## src/design/tms_pkg.sv

```systemverilog
// Shared types and codes for the thermal mode supervisor.
// No dependencies; every design file refers to it by scoped names.
`default_nettype none

package tms_pkg;

	localparam int TEMP_BITS = 16;
	localparam int CNT_W     = 16;
	localparam int QDEPTH    = 4;
	localparam int QPTR_W    = $clog2(QDEPTH);

	// input item kinds
	localparam logic [1:0] FN_TICK   = 2'd0;
	localparam logic [1:0] FN_MODE   = 2'd1;
	localparam logic [1:0] FN_HEATER = 2'd2;

	// configuration register indexes
	localparam logic [1:0] REG_ALARM      = 2'd0;
	localparam logic [1:0] REG_HEATER_OFF = 2'd1;
	localparam logic [1:0] REG_HEATER_ON  = 2'd2;

	localparam logic signed [TEMP_BITS-1:0] ALARM_RST      = TEMP_BITS'(600);
	localparam logic signed [TEMP_BITS-1:0] HEATER_OFF_RST = TEMP_BITS'(300);
	localparam logic signed [TEMP_BITS-1:0] HEATER_ON_RST  = TEMP_BITS'(100);

	// operating modes
	localparam logic MODE_SAFE    = 1'b0;
	localparam logic MODE_NOMINAL = 1'b1;

	// event codes
	localparam logic [1:0] EV_ALARM    = 2'd0;
	localparam logic [1:0] EV_HEATER   = 2'd1;
	localparam logic [1:0] EV_MODE     = 2'd2;
	localparam logic [1:0] EV_OVERFLOW = 2'd3;

	// severities
	localparam logic [1:0] SEV_INFO = 2'd0;
	localparam logic [1:0] SEV_LOW  = 2'd1;
	localparam logic [1:0] SEV_HIGH = 2'd2;

	// completion status
	localparam logic [1:0] ST_OK            = 2'd0;
	localparam logic [1:0] ST_NOT_PERMITTED = 2'd1;
	localparam logic [1:0] ST_BAD_PARAM     = 2'd2;

	// result kinds
	localparam logic KIND_EVENT  = 1'b0;
	localparam logic KIND_STATUS = 1'b1;

	// bit positions of the event flags, in emission order
	localparam int EVB_ALARM    = 0;
	localparam int EVB_HEATER   = 1;
	localparam int EVB_MODE     = 2;
	localparam int EVB_OVERFLOW = 3;
	localparam int NEV          = 4;

	// everything the back end needs to play out the beats of one item
	typedef struct packed {
		logic [NEV-1:0]       ev;
		logic [TEMP_BITS-1:0] temp;
		logic [CNT_W-1:0]     ovf;
		logic                 mode;        // mode after the item
		logic                 heater;      // heater after the item
		logic                 old_heater;  // heater seen by the alarm event
		logic [1:0]           status;
	} plan_t;

endpackage

`default_nettype wire

```

## src/design/tms_front.sv

```systemverilog
// Front end: configuration registers, supervisor state and item classification.
// Depends on tms_pkg; produces one plan_t per accepted item.
`default_nettype none

module tms_front (
	input  wire                         clk,
	input  wire                         arst_n,
	input  wire                         cfg_valid,
	output logic                        cfg_ready,
	input  wire  [1:0]                  cfg_index,
	input  wire  [tms_pkg::TEMP_BITS-1:0] cfg_data,
	input  wire                         take,
	input  wire  [1:0]                  func,
	input  wire  signed [tms_pkg::TEMP_BITS-1:0] temperature,
	input  wire  [tms_pkg::CNT_W-1:0]   overflow_count,
	input  wire  [1:0]                  requested_mode,
	input  wire                         heater_request,
	output tms_pkg::plan_t              plan
);

	logic signed [tms_pkg::TEMP_BITS-1:0] alarm_thr_q, off_thr_q, on_thr_q;
	logic                                 mode_q, heater_q, latch_q;
	logic [tms_pkg::CNT_W-1:0]            prev_ovf_q;

	logic                                 mode_n, heater_n, latch_n;
	logic [tms_pkg::CNT_W-1:0]            prev_ovf_n;
	logic                                 ge_alarm, ge_off, le_on;

	assign cfg_ready = 1'b1;

	always_ff @(posedge clk or negedge arst_n) begin
		if (!arst_n) begin
			alarm_thr_q <= tms_pkg::ALARM_RST;
			off_thr_q   <= tms_pkg::HEATER_OFF_RST;
			on_thr_q    <= tms_pkg::HEATER_ON_RST;
		end else if (cfg_valid) begin
			unique case (cfg_index)
				tms_pkg::REG_ALARM:      alarm_thr_q <= cfg_data;
				tms_pkg::REG_HEATER_OFF: off_thr_q   <= cfg_data;
				tms_pkg::REG_HEATER_ON:  on_thr_q    <= cfg_data;
				default: ;
			endcase
		end
	end

	assign ge_alarm = temperature >= alarm_thr_q;
	assign ge_off   = temperature >= off_thr_q;
	assign le_on    = temperature <= on_thr_q;

	always_comb begin
		mode_n          = mode_q;
		heater_n        = heater_q;
		latch_n         = latch_q;
		prev_ovf_n      = prev_ovf_q;
		plan            = '0;
		plan.temp       = temperature;
		plan.ovf        = overflow_count;
		plan.old_heater = heater_q;
		plan.status     = tms_pkg::ST_OK;
		unique case (func)
			tms_pkg::FN_TICK: begin
				if (mode_q == tms_pkg::MODE_NOMINAL) begin
					if (ge_alarm) begin
						plan.ev[tms_pkg::EVB_ALARM]  = !latch_q;
						plan.ev[tms_pkg::EVB_HEATER] = heater_q;
						plan.ev[tms_pkg::EVB_MODE]   = 1'b1;
						latch_n  = 1'b1;
						mode_n   = tms_pkg::MODE_SAFE;
						heater_n = 1'b0;
					end else if (ge_off) begin
						plan.ev[tms_pkg::EVB_HEATER] = heater_q;
						heater_n = 1'b0;
					end else if (le_on) begin
						plan.ev[tms_pkg::EVB_HEATER] = !heater_q;
						heater_n = 1'b1;
					end
				end else begin
					plan.ev[tms_pkg::EVB_HEATER] = heater_q;
					heater_n = 1'b0;
				end
				if (!ge_off) begin
					latch_n = 1'b0;
				end
				if (overflow_count != prev_ovf_q) begin
					plan.ev[tms_pkg::EVB_OVERFLOW] = 1'b1;
					prev_ovf_n = overflow_count;
				end
			end
			tms_pkg::FN_MODE: begin
				if (requested_mode[1]) begin
					plan.status = tms_pkg::ST_BAD_PARAM;
				end else if (requested_mode[0] != mode_q) begin
					mode_n = requested_mode[0];
					plan.ev[tms_pkg::EVB_MODE] = 1'b1;
					if (requested_mode[0] == tms_pkg::MODE_SAFE) begin
						plan.ev[tms_pkg::EVB_HEATER] = heater_q;
						heater_n = 1'b0;
					end
				end
			end
			tms_pkg::FN_HEATER: begin
				if (mode_q == tms_pkg::MODE_SAFE) begin
					plan.status = tms_pkg::ST_NOT_PERMITTED;
				end else begin
					plan.ev[tms_pkg::EVB_HEATER] = heater_request != heater_q;
					heater_n = heater_request;
				end
			end
			default: plan.status = tms_pkg::ST_BAD_PARAM;
		endcase
		plan.mode   = mode_n;
		plan.heater = heater_n;
	end

	always_ff @(posedge clk or negedge arst_n) begin
		if (!arst_n) begin
			mode_q     <= tms_pkg::MODE_SAFE;
			heater_q   <= 1'b0;
			latch_q    <= 1'b0;
			prev_ovf_q <= '0;
		end else if (take) begin
			mode_q     <= mode_n;
			heater_q   <= heater_n;
			latch_q    <= latch_n;
			prev_ovf_q <= prev_ovf_n;
		end
	end

endmodule

`default_nettype wire

```

## src/design/tms_queue.sv

```systemverilog
// Short plan queue between the front and back ends.
// Depends on tms_pkg for plan_t and the queue depth.
`default_nettype none

module tms_queue (
	input  wire             clk,
	input  wire             arst_n,
	input  wire             wr,
	input  tms_pkg::plan_t  wr_plan,
	output logic            full,
	input  wire             rd,
	output logic            q_empty,
	output tms_pkg::plan_t  head
);

	tms_pkg::plan_t                mem_q [tms_pkg::QDEPTH];
	logic [tms_pkg::QPTR_W-1:0]    wp_q, rp_q;
	logic [tms_pkg::QPTR_W:0]      cnt_q;

	assign full    = cnt_q == (tms_pkg::QPTR_W+1)'(tms_pkg::QDEPTH);
	assign q_empty = cnt_q == '0;
	assign head    = mem_q[rp_q];

	always_ff @(posedge clk) begin
		if (wr) begin
			mem_q[wp_q] <= wr_plan;
		end
	end

	always_ff @(posedge clk or negedge arst_n) begin
		if (!arst_n) begin
			wp_q  <= '0;
			rp_q  <= '0;
			cnt_q <= '0;
		end else begin
			if (wr) begin
				wp_q <= wp_q + 1'b1;
			end
			if (rd) begin
				rp_q <= rp_q + 1'b1;
			end
			if (wr && !rd) begin
				cnt_q <= cnt_q + 1'b1;
			end else if (rd && !wr) begin
				cnt_q <= cnt_q - 1'b1;
			end
		end
	end

endmodule

`default_nettype wire

```

## src/design/tms_back.sv

```systemverilog
// Back end: plays out the event beats and the status beat of each plan.
// Depends on tms_pkg; drives the registered result ports.
`default_nettype none

module tms_back (
	input  wire                        clk,
	input  wire                        arst_n,
	input  wire                        q_empty,
	input  tms_pkg::plan_t             head,
	output logic                       q_rd,
	input  wire                        pop,
	output logic                       empty,
	output logic                       kind,
	output logic [1:0]                 event_code,
	output logic [1:0]                 severity,
	output logic [tms_pkg::CNT_W-1:0]  event_value,
	output logic [1:0]                 status,
	output logic                       current_mode,
	output logic                       heater_line,
	output logic                       last
);

	logic [tms_pkg::NEV-1:0]    done_q, pend, pick;
	logic                       vld_q, load;
	logic                       kind_n, mode_n, heater_n;
	logic [1:0]                 code_n, sev_n;
	logic [tms_pkg::CNT_W-1:0]  value_n;
	logic                       kind_q, mode_q, heater_q, last_q;
	logic [1:0]                 code_q, sev_q, status_q;
	logic [tms_pkg::CNT_W-1:0]  value_q;

	assign pend = head.ev & ~done_q;
	assign load = (!vld_q || pop) && !q_empty;
	assign q_rd = load && (pend == '0);

	always_comb begin
		pick     = '0;
		kind_n   = tms_pkg::KIND_EVENT;
		code_n   = tms_pkg::EV_ALARM;
		sev_n    = tms_pkg::SEV_INFO;
		value_n  = '0;
		mode_n   = head.mode;
		heater_n = head.heater;
		if (pend[tms_pkg::EVB_ALARM]) begin
			pick[tms_pkg::EVB_ALARM] = 1'b1;
			sev_n    = tms_pkg::SEV_HIGH;
			value_n  = head.temp;
			mode_n   = tms_pkg::MODE_NOMINAL;
			heater_n = head.old_heater;
		end else if (pend[tms_pkg::EVB_HEATER]) begin
			pick[tms_pkg::EVB_HEATER] = 1'b1;
			code_n  = tms_pkg::EV_HEATER;
			value_n = tms_pkg::CNT_W'(head.heater);
		end else if (pend[tms_pkg::EVB_MODE]) begin
			pick[tms_pkg::EVB_MODE] = 1'b1;
			code_n  = tms_pkg::EV_MODE;
			value_n = tms_pkg::CNT_W'(head.mode);
		end else if (pend[tms_pkg::EVB_OVERFLOW]) begin
			pick[tms_pkg::EVB_OVERFLOW] = 1'b1;
			code_n  = tms_pkg::EV_OVERFLOW;
			sev_n   = tms_pkg::SEV_LOW;
			value_n = head.ovf;
		end else begin
			kind_n = tms_pkg::KIND_STATUS;
		end
	end

	always_ff @(posedge clk or negedge arst_n) begin
		if (!arst_n) begin
			vld_q  <= 1'b0;
			done_q <= '0;
		end else begin
			if (load) begin
				vld_q <= 1'b1;
			end else if (pop) begin
				vld_q <= 1'b0;
			end
			// clear the progress mask once the status beat leaves the plan
			if (q_rd) begin
				done_q <= '0;
			end else if (load) begin
				done_q <= done_q | pick;
			end
		end
	end

	always_ff @(posedge clk) begin
		if (load) begin
			kind_q   <= kind_n;
			code_q   <= code_n;
			sev_q    <= sev_n;
			value_q  <= value_n;
			status_q <= kind_n ? head.status : tms_pkg::ST_OK;
			mode_q   <= mode_n;
			heater_q <= heater_n;
			last_q   <= kind_n;
		end
	end

	assign empty        = !vld_q;
	assign kind         = kind_q;
	assign event_code   = code_q;
	assign severity     = sev_q;
	assign event_value  = value_q;
	assign status       = status_q;
	assign current_mode = mode_q;
	assign heater_line  = heater_q;
	assign last         = last_q;

endmodule

`default_nettype wire

```

## src/design/thermal_mode_supervisor.sv

```systemverilog
// Thermal mode supervisor: SAFE/NOMINAL mode, hysteresis heater law, alarm latch.
// Depends on tms_pkg, tms_front, tms_queue and tms_back.
//
// Usage:
//   Input channel: drive func and its fields with push; an item is taken at a
//   clock edge where push is high and full is low. Ticks carry temperature and
//   overflow_count, mode commands requested_mode, heater commands heater_request.
//   Result channel: while empty is low the oldest beat sits on the result ports;
//   pop takes it. Each item yields zero to four event beats followed by one
//   status beat with last high.
//   Config channel: cfg_index/cfg_data with cfg_valid; cfg_ready is always high.
//   Write only while no item is in flight.
// Timing:
//   The front end classifies an item in the cycle it is taken and can take one
//   item every cycle while the four-entry plan queue has room. The back end
//   emits one beat per cycle while pop is high; the beat count of each item
//   sets the sustained rate. The first beat of an item passes through the plan
//   queue and then the result register when the back end is free.
// Reset:
//   arst_n clears the queue and result register; thresholds return to 600, 300
//   and 100, the mode to SAFE, heater off, alarm latch and overflow history clear.
// Stall:
//   With pop low the result beat holds; the queue fills and full rises.
`default_nettype none

module thermal_mode_supervisor (
	input  wire         clk,
	input  wire         arst_n,
	input  wire         push,
	output logic        full,
	input  wire  [1:0]  func,
	input  wire  signed [15:0] temperature,
	input  wire  [15:0] overflow_count,
	input  wire  [1:0]  requested_mode,
	input  wire         heater_request,
	input  wire         cfg_valid,
	output logic        cfg_ready,
	input  wire  [1:0]  cfg_index,
	input  wire  [15:0] cfg_data,
	output logic        empty,
	input  wire         pop,
	output logic        kind,
	output logic [1:0]  event_code,
	output logic [1:0]  severity,
	output logic [15:0] event_value,
	output logic [1:0]  status,
	output logic        current_mode,
	output logic        heater_line,
	output logic        last
);

	tms_pkg::plan_t plan, head;
	logic           take, q_empty, q_rd;

	assign take = push && !full;

	tms_front u_front (
		.clk            (clk),
		.arst_n         (arst_n),
		.cfg_valid      (cfg_valid),
		.cfg_ready      (cfg_ready),
		.cfg_index      (cfg_index),
		.cfg_data       (cfg_data),
		.take           (take),
		.func           (func),
		.temperature    (temperature),
		.overflow_count (overflow_count),
		.requested_mode (requested_mode),
		.heater_request (heater_request),
		.plan           (plan)
	);

	tms_queue u_queue (
		.clk     (clk),
		.arst_n  (arst_n),
		.wr      (take),
		.wr_plan (plan),
		.full    (full),
		.rd      (q_rd),
		.q_empty (q_empty),
		.head    (head)
	);

	tms_back u_back (
		.clk          (clk),
		.arst_n       (arst_n),
		.q_empty      (q_empty),
		.head         (head),
		.q_rd         (q_rd),
		.pop          (pop),
		.empty        (empty),
		.kind         (kind),
		.event_code   (event_code),
		.severity     (severity),
		.event_value  (event_value),
		.status       (status),
		.current_mode (current_mode),
		.heater_line  (heater_line),
		.last         (last)
	);

endmodule

`default_nettype wire

```

## config.mk

```make
export PLATFORM = sky130hd
export DESIGN_NAME = thermal_mode_supervisor
export DESIGN_NICKNAME = d
export VERILOG_FILES = /design/src/design/tms_pkg.sv /design/src/design/tms_front.sv /design/src/design/tms_queue.sv /design/src/design/tms_back.sv /design/src/design/thermal_mode_supervisor.sv
export SDC_FILE = /design/constraint.sdc
export NUM_CORES = 1
export LEC_CHECK = 0
export BUFFER_PORTS_ARGS = -buffer_cell sky130_fd_sc_hd__buf_4
export CORE_MARGIN = 2
export CORE_UTILIZATION = 54
export CTS_BUF_LIST = sky130_fd_sc_hd__clkbuf_16
export DETAILED_ROUTE_END_ITERATION = 6
export PLACE_DENSITY_LB_ADDON = 0.3
export RECOVER_POWER = 50
export SETUP_SLACK_MARGIN = 0.5
export SYNTH_ARGS = -nofsm -noshare
export SYNTH_HDL_FRONTEND = slang
export SYNTH_HIERARCHICAL = 1
export SYNTH_SLANG_ARGS = --single-unit
```

## constraint.sdc

```tcl
create_clock -name clk -period 3.4 [get_ports clk]
set_input_delay 0.17 -clock clk [delete_from_list [all_inputs] [get_ports clk]]
set_output_delay 0.17 -clock clk [all_outputs]
set_load 0.05 [all_outputs]
```

## After elaboration in Yosys (flattened, before gate mapping)

Memories as Yosys holds them, arrays and structs flattened.
Index checks and enable logic that the tools add are counted.

- Register bits: 104
- Memory bits (writable): 164
- Input port bits: 60
- Output and inout port bits: 29
- Word-level logic and storage cells: 136
- Memories: 1

Memories:

| memory | depth | width | rd ports | clocked after Yosys merged registers in | write ports | line | text |
|---|---|---|---|---|---|---|---|
| u_queue.mem_q | 4 | 41 | 1 | 0 | 1 | tms_queue.sv:16 | `tms_pkg::plan_t mem_q [tms_pkg::QDEPTH];` |

- Add/subtract/negate cells: 4
- Order comparisons: 3
- Equality and inequality tests: 10
- Muxes and demuxes: 67
- Bitwise operators: 3
- Reduce and logical (&&, ||, !) cells: 27

Operators by type and width:

| kind | count |
|---|---|
| $mux W16 | 4 |
| $mux W1 | 45 |
| $ge A16 B16 Y1 | 2 |
| $le A16 B16 Y1 | 1 |
| $mux W2 | 8 |
| $ne A16 B16 Y1 | 1 |
| $mux W3 | 3 |
| $mux W4 | 2 |
| $logic_not A1 Y1 | 7 |
| $pmux W1 S3 | 2 |
| $pmux W2 S3 | 1 |
| $reduce_and A2 Y1 | 3 |
| $reduce_bool A2 Y1 | 3 |
| $logic_and A1 B1 Y1 | 5 |
| $add A2 B1 Y2 const B | 2 |
| $and A4 B4 Y4 | 1 |
| $eq A2 B1 Y1 const B | 2 |
| $eq A2 B2 Y1 const B | 2 |
| $logic_not A2 Y1 | 2 |
| $logic_not A4 Y1 | 1 |
| $ne A2 B1 Y1 const B | 2 |
| $not A4 Y4 | 1 |
| $or A4 B4 Y4 | 1 |
| $pmux W1 S2 | 2 |
| other kinds (10) | 11 |

## Longest topological paths before layout

Gate-level depths: netlist (run 1).

- Depth after elaboration: 9
- Gate-level depth with buffers: 14
- Gate-level depth less buffers: 12

## Hierarchy

Netlist (run 1), hierarchy kept.

By module, submodules not included:

| module | instances | cells an instance | area an instance (sq um) | sequential area each (sq um) |
|---|---|---|---|---|
| tms_queue | 1 | 249 | 6,364.9 | 5,099.9 |
| tms_front | 1 | 435 | 4,418.0 | 1,690.4 |
| tms_back | 1 | 87 | 1,306.3 | 875.8 |
| thermal_mode_supervisor | 1 | 1 | 13.8 | 0.0 |

## Least setup slack after synthesis (run 1)

Ideal clock, no wire load.

- Kind: reg-to-reg
- Start point: register u_queue/cnt_q[0] (netlist name)
- End point: register u_queue/cnt_q[1] (netlist name)
- Setup time: 0.125 ns
- Arrival: 3.034 ns
- Data required time: 3.275 ns
- Slack: 0.241 ns
- Stages on the path, launching flop included: 9
- Path buffers: 0
- Period minus slack after synthesis: 3.159 ns
- Cell sequence: dfrtp_1 nor3_1 nor2_1 and2_4 inv_1 ha_1 inv_1 fa_1 mux2_2

- Longest elaborated chain between the ends: 7
- Elaborated cells on any way between the ends: 16
- Those cells by class: 2 x add/sub; 1 x eq/ne; 2 x mux; 11 x reduce/logical

Ends and longest elaborated chain:

| what | line | text |
|---|---|---|
| start: declaration | tms_queue.sv:18 | `logic [tms_pkg::QPTR_W:0] cnt_q;` |
| start signal: assignment | tms_queue.sv:43 | `cnt_q <= cnt_q + 1'b1;` |
| start signal: assignment | tms_queue.sv:45 | `cnt_q <= cnt_q - 1'b1;` |
| $logic_not A3 Y1 (*) | tms_queue.sv:21 | `assign q_empty = cnt_q == '0;` |
| via q_empty | thermal_mode_supervisor.sv:53 | `logic take, q_empty, q_rd;` |
| $logic_not A1 Y1 (*) | tms_back.sv:33 | `assign load = (!vld_q \|\| pop) && !q_empty;` |
| $logic_and A1 B1 Y1 (*) | tms_back.sv:33 |  |
| via u_back.load | tms_back.sv:24 | `logic vld_q, load;` |
| $logic_and A1 B1 Y1 (*) | tms_back.sv:34 | `assign q_rd = load && (pend == '0);` |
| via q_rd | thermal_mode_supervisor.sv:53 |  |
| $logic_not A1 Y1 | tms_queue.sv:42 | `if (wr && !rd) begin` |
| $logic_and A1 B1 Y1 | tms_queue.sv:42 |  |
| $mux W3 or $reduce_bool A2 Y1 (tied branches) | -- |  |

The timed path passes the listed nets; every way through them passes the cells marked *. The select of a mux whose other input is x is not followed.
A chain may end at the register's enable or synchronous reset.

==> summary.txt, run 1 <==
Place
  • IO buf count: 87
  • Placed inst area: 0.0128 mm²
  • Post-DP HPWL: between 15,000 and 20,000 µm
  • GP Congestion: ~0.84
  • Placed cell count: 1,090

Finish
  • Share of cells above drive strength 1: 0.241
  • Finished Core Util: 0.650
  • Area growth syn-to-layout: 17.6%
  • Antenna cells: 0
  • # fillers: around 1,500
  • Final Non-Filler Cells: ~1,200
  • Finished Cell Area: 0.0142 mm²
  • Final net count: 1,025
  • Most frequent cells in the layout: edfxtp_1 (189), dfrtp_1 (67), inv_1 (64)
  • Commonest non-fill, non-tap cell in the layout: edfxtp_1

Floorplan
  • # rows: 54
  • Core Area: about 0.022 mm²
  • Die Width: around 150 µm
  • Die H: 154 µm
  • Die ar.: 0.0236 mm²
  • # IOs: roughly 90
  • Initial core utilization: 0.553

Flow run
  • Maxcap violations: 1

Power
  • LEAKAGE: between 5 and 6 nW
  • Clock power frac: 0.246
  • Sequential Power Share: 0.411
  • Pint: between 7 and 8 mW
  • Power density cells: around 830 mW/mm²
  • Sw frac: 0.330
  • Peak VDD IR: ~0.0004 V
  • Logic pwr share: 0.343
  • NetSw: a little under 4 mW

Timing
  • Final setup fails: 0
  • Setup_tns: 0 ns
  • Final Hold Vio Count: 0
  • RSZ-0062 raised after global routing: false
  • Slew Viols, Final: 80
  • Period utilization: 0.830
  • Minimum clock period: between 2 and 3 ns
  • F_max: ~350 MHz
  • Worst Tran Pin Value: approximately 2.1 ns
  • Normalized max-slew margin: -0.407
  • Max Clock Skew: slightly below 0.01 ns
  • Hold WS: around 0.063 ns

Yosys
  • FFs w/ async S/R, synth: 0.295
  • Synth Area in Compound Gates: 0.0545
  • Synth Register Bits: 268
  • Synth Area in Adders: 0.0564
  • Post-synth cell types: 65
  • Seq/Total Area, Yosys: 0.633
  • Post-synthesis xor/xnor area fraction: 0.0174
  • Largest family of logic cells by synthesized area: multiplexers
  • Avg Synthesized Cell Area: between 15 and 20 µm²
  • Simple-gate share of the synthesized area: 0.0550
  • Top post-synthesis cells by area: edfxtp_1 (47%), dfrtp_1 (14%), mux4_2 (7.1%)
  • Synth area leader: edfxtp_1
  • Syn_nets: between 800 and 900
  • Top FF cell, synth: edfxtp_1
  • Cell Area, Synth: around 0.012 mm²
  • Multiplexer share of the synthesized area: 0.127
  • YS warnings: 6
  • Mapped Cells: between 700 and 800
  • Post-synth top area share: 0.469
  • Number of synthesized flops with an enable pin: around 190

Critical path
  • CP Launch Type: register
  • Worst r2r src: u_queue/rp_q[0]$_DFFE_PN0P_
  • CP Capture Type: register
  • Flop2flop setup slack: 0.58 ns
  • Data required, critical path: approximately 3.8 ns
  • R2R depth: 11
  • Worst path arrival time: between 3 and 4 ns
  • Maximum fanout along the worst path: 4
  • Kind of critical path: reg -> reg
  • RR Endpoint: u_queue/cnt_q[1]$_DFFE_PN0P_

Route
  • Remaining DRCs: 0
  • Vias: between 6,000 and 7,000
  • DRT Wirelength: around 24,000 µm
  • Iter 0 DRT Violations: about 540
  • Routed wire per std cell: around 20 µm
  • Detailed Routing Iterations Pass 1: 5
  • Antenna-violating nets left: 0
  • Avg Vias per Cell: 5.68

CTS
  • Reg clk slew, reported paths: 0.06 ns
  • Clk sinks: ~270
  • TritonCTS clock tree: yes
  • Worst-Skew Late Latency: roughly 0.54 ns
  • Clk root buf: clkbuf_16
  • Level count of the clock H-tree: 1
  • Clock buffer count from CTS: 28
  • Max Buffers Root-to-Sink: 3

Global route
  • Gr usage total: 0.204
  • Antenna violations before repair: 0
  • Congestion Overflow GR: 0
  • First-pass GRT wire length: ~38,000 µm
  • Largest net degree at the start of global routing: 80
  • Vias in the first global route: around 7,100

Worst hold path
  • Hold Path Origin: func[0]
  • Hold-critical path depth: 3
  • Path category of the worst min-delay check: in -> reg
  • Hold-critical path endpoint: u_front/mode_q$_DFFE_PN0P_

Run status
  • Failing checks: capacitance limit, slew limit
  • Status: complete, but fails checks
[per-stage QoR]
step                total power, mW  setup WS, ns
floorplan                      7.77         0.556
global placement               8.58         0.447
detailed placement             8.73         0.363
CTS                            11.8         0.559
global route                   12.4         0.449
finish                         11.8         0.579
[flip-flops by register name (all words and copies together) (netlist names), 3 cells and up]
| register | cells |
|---|---|
| u_back/done_q | 4 |
| u_back/event_value | 16 |
| u_front/alarm_thr_q | 16 |
| u_front/off_thr_q | 16 |
| u_front/on_thr_q | 16 |
| u_front/prev_ovf_q | 16 |
| u_queue/cnt_q | 3 |
| u_queue/mem_q | 164 |
[cell usage after synthesis, types with 4 or more instances]
master / count
edfxtp_1: 189
dfrtp_1: 68
inv_1: 56
ha_1: 53
mux2_2: 41
buf_4: 38
mux4_2: 38
nand2_1: 33
a21oi_1: 22
o21ai_0: 21
xnor2_1: 20
nor2_1: 19
nand4_1: 15
clkbuf_1: 11
dfstp_2: 11
mux2_1: 10
a22o_2: 8
nor3_1: 8
a22o_1: 7
and2_1: 7
buf_2: 6
nand3b_1: 6
nor2b_1: 5
o211ai_1: 5
o21ai_1: 5
a21o_1: 4
buf_12: 4
nor4_1: 4
xor2_1: 4
[worst max-delay path, stage by stage (launching register included)]
cell,delay [ns]
dfrtp_2,0.43
buf_4,0.15
buf_12,0.11
mux4_2,0.42
nor2b_4,0.16
nor4_4,0.29
and2_4,0.19
inv_1,0.04
ha_2,0.17
inv_1,0.07
fa_1,0.40
mux2_2,0.27
[power groups by stage]
stage	Clock, mW	Combinational, mW	Sequential, mW
floorplan	0	2.44	5.33
global placement	0	3.72	4.85
detailed placement	0	3.83	4.90
CTS	2.96	3.96	4.85
global route	3.10	4.36	4.93
finish	2.90	4.06	4.85
[layer usage]
metal  up-vias  track usage  wire length (µm)
li1       3167            -                 -
met1      3492        0.283             10500
met5         -            0                 0
met4         0       0.0516               409
met2       196        0.342             12200
met3        36       0.0321              1300
[cell type report]
| cell class | count | area [µm²] | share of cell area |
|---|---|---|---|
| repair inverters | 1 | 8.76 | 0.000616 |
| clock buffers | 29 | 726 | 0.0510 |
| well taps | 280 | 350 | 0.0246 |
| clock inverters | 23 | 159 | 0.0112 |
| multi-input cells | 386 | 3800 | 0.267 |
| flip-flops and latches | 268 | 7670 | 0.539 |
| repair buffers | 169 | 1290 | 0.0909 |
| inverters | 57 | 226 | 0.0159 |
[kinds of logic after synthesis]
group	Yosys count
other	1
xor gates and xnor gates	24
DFF	268
adders and majority gates	54
buffers and inverters	118
and+or+nand+nor	116
AOI/OAI and AO/OA	96
muxes	95
[timing repair]
| action | CTS | global route |
|---|---|---|
| cloned | 0 | 1 |
| hold buffers | 53 | 0 |
| hold endpoints to repair | 263 | 0 |
| pin swaps | 2 | 2 |
| resized for setup | 6 | 12 |
| buffers inserted | 4 | 13 |
| setup endpoints to repair | 2 | 5 |
[how the worst max path moves through the flow]
stage | start | depth (start not counted) | endpoint | slack (ns)
6_report | u_queue/rp_q[0]$_DFFE_PN0P_ | 11 | u_queue/cnt_q[1]$_DFFE_PN0P_ | 0.58
3_5_place_dp | u_queue/rp_q[0]$_DFFE_PN0P_ | 10 | u_queue/cnt_q[1]$_DFFE_PN0P_ | 0.36
5_1_grt | temperature[11] | 10 | u_queue/mem_q[2][38]$_DFFE_PP_ | 0.45
3_3_place_gp | u_queue/rp_q[0]$_DFFE_PN0P_ | 10 | u_queue/cnt_q[1]$_DFFE_PN0P_ | 0.45
2_1_floorplan | u_queue/rp_q[0]$_DFFE_PN0P_ | 11 | u_queue/cnt_q[1]$_DFFE_PN0P_ | 0.56
4_1_cts | u_queue/rp_q[0]$_DFFE_PN0P_ | 10 | u_queue/cnt_q[1]$_DFFE_PN0P_ | 0.56
Note: power is estimated with default switching activity, not from simulation.
==> run 2, diff against run 1 <==
--- a/config.mk
+++ b/config.mk
@@ -5,9 +5,10 @@
 export SDC_FILE = /design/constraint.sdc
 export NUM_CORES = 1
 export LEC_CHECK = 0
+export ABC_AREA = 1
 export BUFFER_PORTS_ARGS = -buffer_cell sky130_fd_sc_hd__buf_4
 export CORE_MARGIN = 2
-export CORE_UTILIZATION = 54
+export CORE_UTILIZATION = 60
 export CTS_BUF_LIST = sky130_fd_sc_hd__clkbuf_16
 export DETAILED_ROUTE_END_ITERATION = 6
 export PLACE_DENSITY_LB_ADDON = 0.3
==> constraint.sdc (replaced) <==
create_clock -name clk -period 2.6 [get_ports clk]
set_input_delay 0.13 -clock clk [delete_from_list [all_inputs] [get_ports clk]]
set_output_delay 0.13 -clock clk [all_outputs]
set_load 0.05 [all_outputs]
==> run 2 against run 1 <==
Net effect: the flow still finishes with violations (capacitance limit, slew limit); combinational power rose by 55%; routed wire length rose by 15%; via count rose by 30%; first-iteration DRC count rose by 24%; count of clock-buffer cells in the layout fell by 2; clock power rose by 26%; critical path depth rose by 3; sequential power rose by 30%; sequential share of layout area fell by 3.4 points; synthesized area rose by 5.6%; flip-flop and latch count did not move.
==> summary.txt, run 2 <==
Yosys
  • Post-synth cell types: 47
  • Most common cell in the netlist: nand2_1
  • Syn_nets: roughly 1,400
  • YS warnings: 6
  • Top FF cell, synth: edfxtp_1
  • Top post-synthesis cells by count: nand2_1 (344), inv_1 (198), edfxtp_1 (189), o211ai_1 (82), dfrtp_1 (68)
  • Number of synthesized flops with an enable pin: 189
  • FFs w/ async S/R, synth: 0.295
  • Synth area leader: edfxtp_1
  • Seq/Total Area, Yosys: 0.600
  • Post-synth top area share: 0.444
  • Synth Register Bits: about 270
  • Mapped Cells: between 1,000 and 1,500
  • Top post-synthesis cells by area: edfxtp_1 (44%), dfrtp_1 (13%), nand2_1 (10%)
  • Avg Synthesized Cell Area: between 10 and 15 µm²
  • Cell Area, Synth: 0.0128 mm²

Route
  • Vias: approximately 9,000
  • Iter 0 DRT Violations: about 670
  • Routed wire per std cell: approximately 17 µm
  • Avg Vias per Cell: around 5.4
  • Detailed Routing Iterations Pass 1: 7
  • Remaining DRCs: 0
  • Antenna-violating nets left: 0
  • DRT Wirelength: 27,900 µm

Timing
  • Slew Viols, Final: 29
  • Final setup fails: 0
  • Period utilization: 0.878
  • Minimum clock period: roughly 2.3 ns
  • Worst Tran Pin Value: around 1.8 ns
  • Normalized max-slew margin: -0.219
  • Hold WS: between 0.1 and 0.15 ns
  • F_max: around 440 MHz
  • Max Clock Skew: 0.0163 ns
  • Final Hold Vio Count: 0
  • RSZ-0062 raised after global routing: true
  • Setup_tns: 0 ns
  • Final Worst Setup Slack: roughly 0.32 ns

CTS
  • Level count of the clock H-tree: 1
  • Clk root buf: clkbuf_16
  • Clk sinks: ~270
  • Max Buffers Root-to-Sink: 3
  • TritonCTS clock tree: yes
  • Reg clk slew, reported paths: 0.06 ns
  • Worst-Skew Late Latency: between 0.5 and 0.6 ns
  • Clock buffer count from CTS: 27

Finish
  • # fillers: around 1,400
  • Finished Core Util: 0.724
  • Final net count: between 1,000 and 1,500
  • Antenna cells: 0
  • Multi-input logic area: ~0.0042 mm²
  • Area growth syn-to-layout: 18.7%
  • FF+latch area: about 0.0077 mm²
  • Largest register by flop count: u_queue/mem_q
  • Commonest non-fill, non-tap cell in the layout: nand2_1
  • Most frequent cells in the layout: nand2_1 (326), inv_1 (194), edfxtp_1 (189)
  • Max reg flops: approximately 160
  • Share of cells above drive strength 1: 0.150

Global route
  • Vias in the first global route: a little under 9,000
  • Gr usage total: 0.251
  • First-pass GRT wire length: between 40,000 and 50,000 µm
  • Largest net degree at the start of global routing: 61
  • Congestion Overflow GR: 0
  • Antenna violations before repair: 0

Floorplan
  • Die Width: 150 µm
  • Die ar.: around 0.022 mm²
  • Initial core utilization: 0.610
  • # rows: 53
  • Die H: 150 µm
  • # IOs: 89
  • Core Area: approximately 0.021 mm²

Place
  • Post-DP HPWL: 17,700 µm
  • IO buf count: 87
  • GP Congestion: between 0.8 and 0.9
  • DP Worst Slack: 0.316 ns

Critical path
  • Worst path arrival time: 2.70 ns
  • CP Launch Type: register
  • Kind of critical path: reg -> reg
  • Data required, critical path: around 3.0 ns
  • CP Capture Type: register
  • Maximum fanout along the worst path: 5

Run status
  • Failing checks: capacitance limit, slew limit
  • Status: complete, but fails checks

Worst hold path
  • Path category of the worst min-delay check: in -> reg

Power
  • Peak VDD IR: roughly 0.0006 V
  • LEAKAGE: 6.68 nW
  • Power density cells: about 1100 mW/mm²

Flow run
  • Maxcap violations: 1
## run 2: cell count changes in the layout (fill, tap and decap cells not counted), sizes merged, moves of 9 or more
cell,delta
nand3,+33
inv,+141
mux2,-51
a22o,-15
and2,-9
buf,+13
mux4,-41
nor2,+20
nand2,+320
o21ai,+37
o211ai,+77
## run 2: timing repair
action | in CTS | in global routing
gates cloned | 0 | 0
buffers inserted | 16 | 6
setup endpoints to repair | 30 | 39
hold buffers | 52 | 0
gates resized for setup | 27 | 43
pin swaps | 18 | 22
hold endpoints to repair | 269 | 0
## run 2: area by class of cell
| cell class | count | area share |
|---|---|---|
| flip-flops and latches | 268 | 0.505 |
| multi-input cells | 696 | 0.275 |
| repair buffers | 178 | 0.0917 |
| inverters | 202 | 0.0505 |
| clock buffers | 27 | 0.0445 |
| well taps | 275 | 0.0227 |
| clock inverters | 23 | 0.0108 |
## run 2: logic make-up (layout without fill, tap and decap cells)
kind of cell	Yosys count	count (layout)	share of synthesized area
xor+xnor	17	17	0.0116
other cells	1	1	0.000293
buf+inv	285	430	0.100
compound gates	176	176	0.0873
fa+ha+maj	54	54	0.0534
flops	268	268	0.600
simple gates	448	448	0.147
## run 2: critical path: stages (launching register included)
cell and delay (ns):
dfrtp_4 0.50, buf_12 0.14, o211ai_1 0.17, nand2_1 0.14
nand2_4 0.13, nand2_8 0.06, nor2_4 0.09, nand2_2 0.07
inv_2 0.07, inv_2 0.04, ha_4 0.16, inv_4 0.05
fa_2 0.43, nand2_2 0.06, nand2_1 0.05
## run 2: worst paths after layout
path | start | end | slack [ns] | depth (start not counted)
setup reg to reg | u_queue/rp_q[0]$_DFFE_PN0P_ | u_queue/cnt_q[1]$_DFFE_PN0P_ | 0.32 | 14
hold / removal | requested_mode[0] | u_queue/mem_q[1][4]$_DFFE_PP_ | 0.11 | 5
setup / recovery | u_queue/rp_q[0]$_DFFE_PN0P_ | u_queue/cnt_q[1]$_DFFE_PN0P_ | 0.32 | 14
hold reg to reg | u_front/alarm_thr_q[5]$_DFFE_PN0P_ | u_front/alarm_thr_q[5]$_DFFE_PN0P_ | 0.49 | 2
max in group asynchronous | arst_n | u_queue/rp_q[0]$_DFFE_PN0P_ | 0.66 | 2
min in group asynchronous | arst_n | u_front/on_thr_q[0]$_DFFE_PN0P_ | 0.63 | 2
## run 2: stage by stage
step	area (µm²)	power, mW	instances
6_report	15200	16.3	1669
4_1_cts	15100	16.2	1663
5_1_grt	15200	17.2	1669
3_5_place_dp	13500	12.2	1545
2_1_floorplan	12900	10.6	1249
3_3_place_gp	13500	12.0	1545
## run 2: power breakdown
part           leakage, nW  internal (mW)  switching, mW
clock network        0.428           2.08           1.57
logic                 3.54           2.06           4.24
registers             2.72           5.87          0.451
total                 6.68           10.0           6.26
## run 2: routing by layer
metal / up-vias / part of all wire / track usage
met5: - / 0 / 0
met4: 0 / 0.034 / 0.0967
met3: 73 / 0.063 / 0.0390
met2: 315 / 0.49 / 0.428
met1: 4238 / 0.41 / 0.326
li1: 4326 / - / -
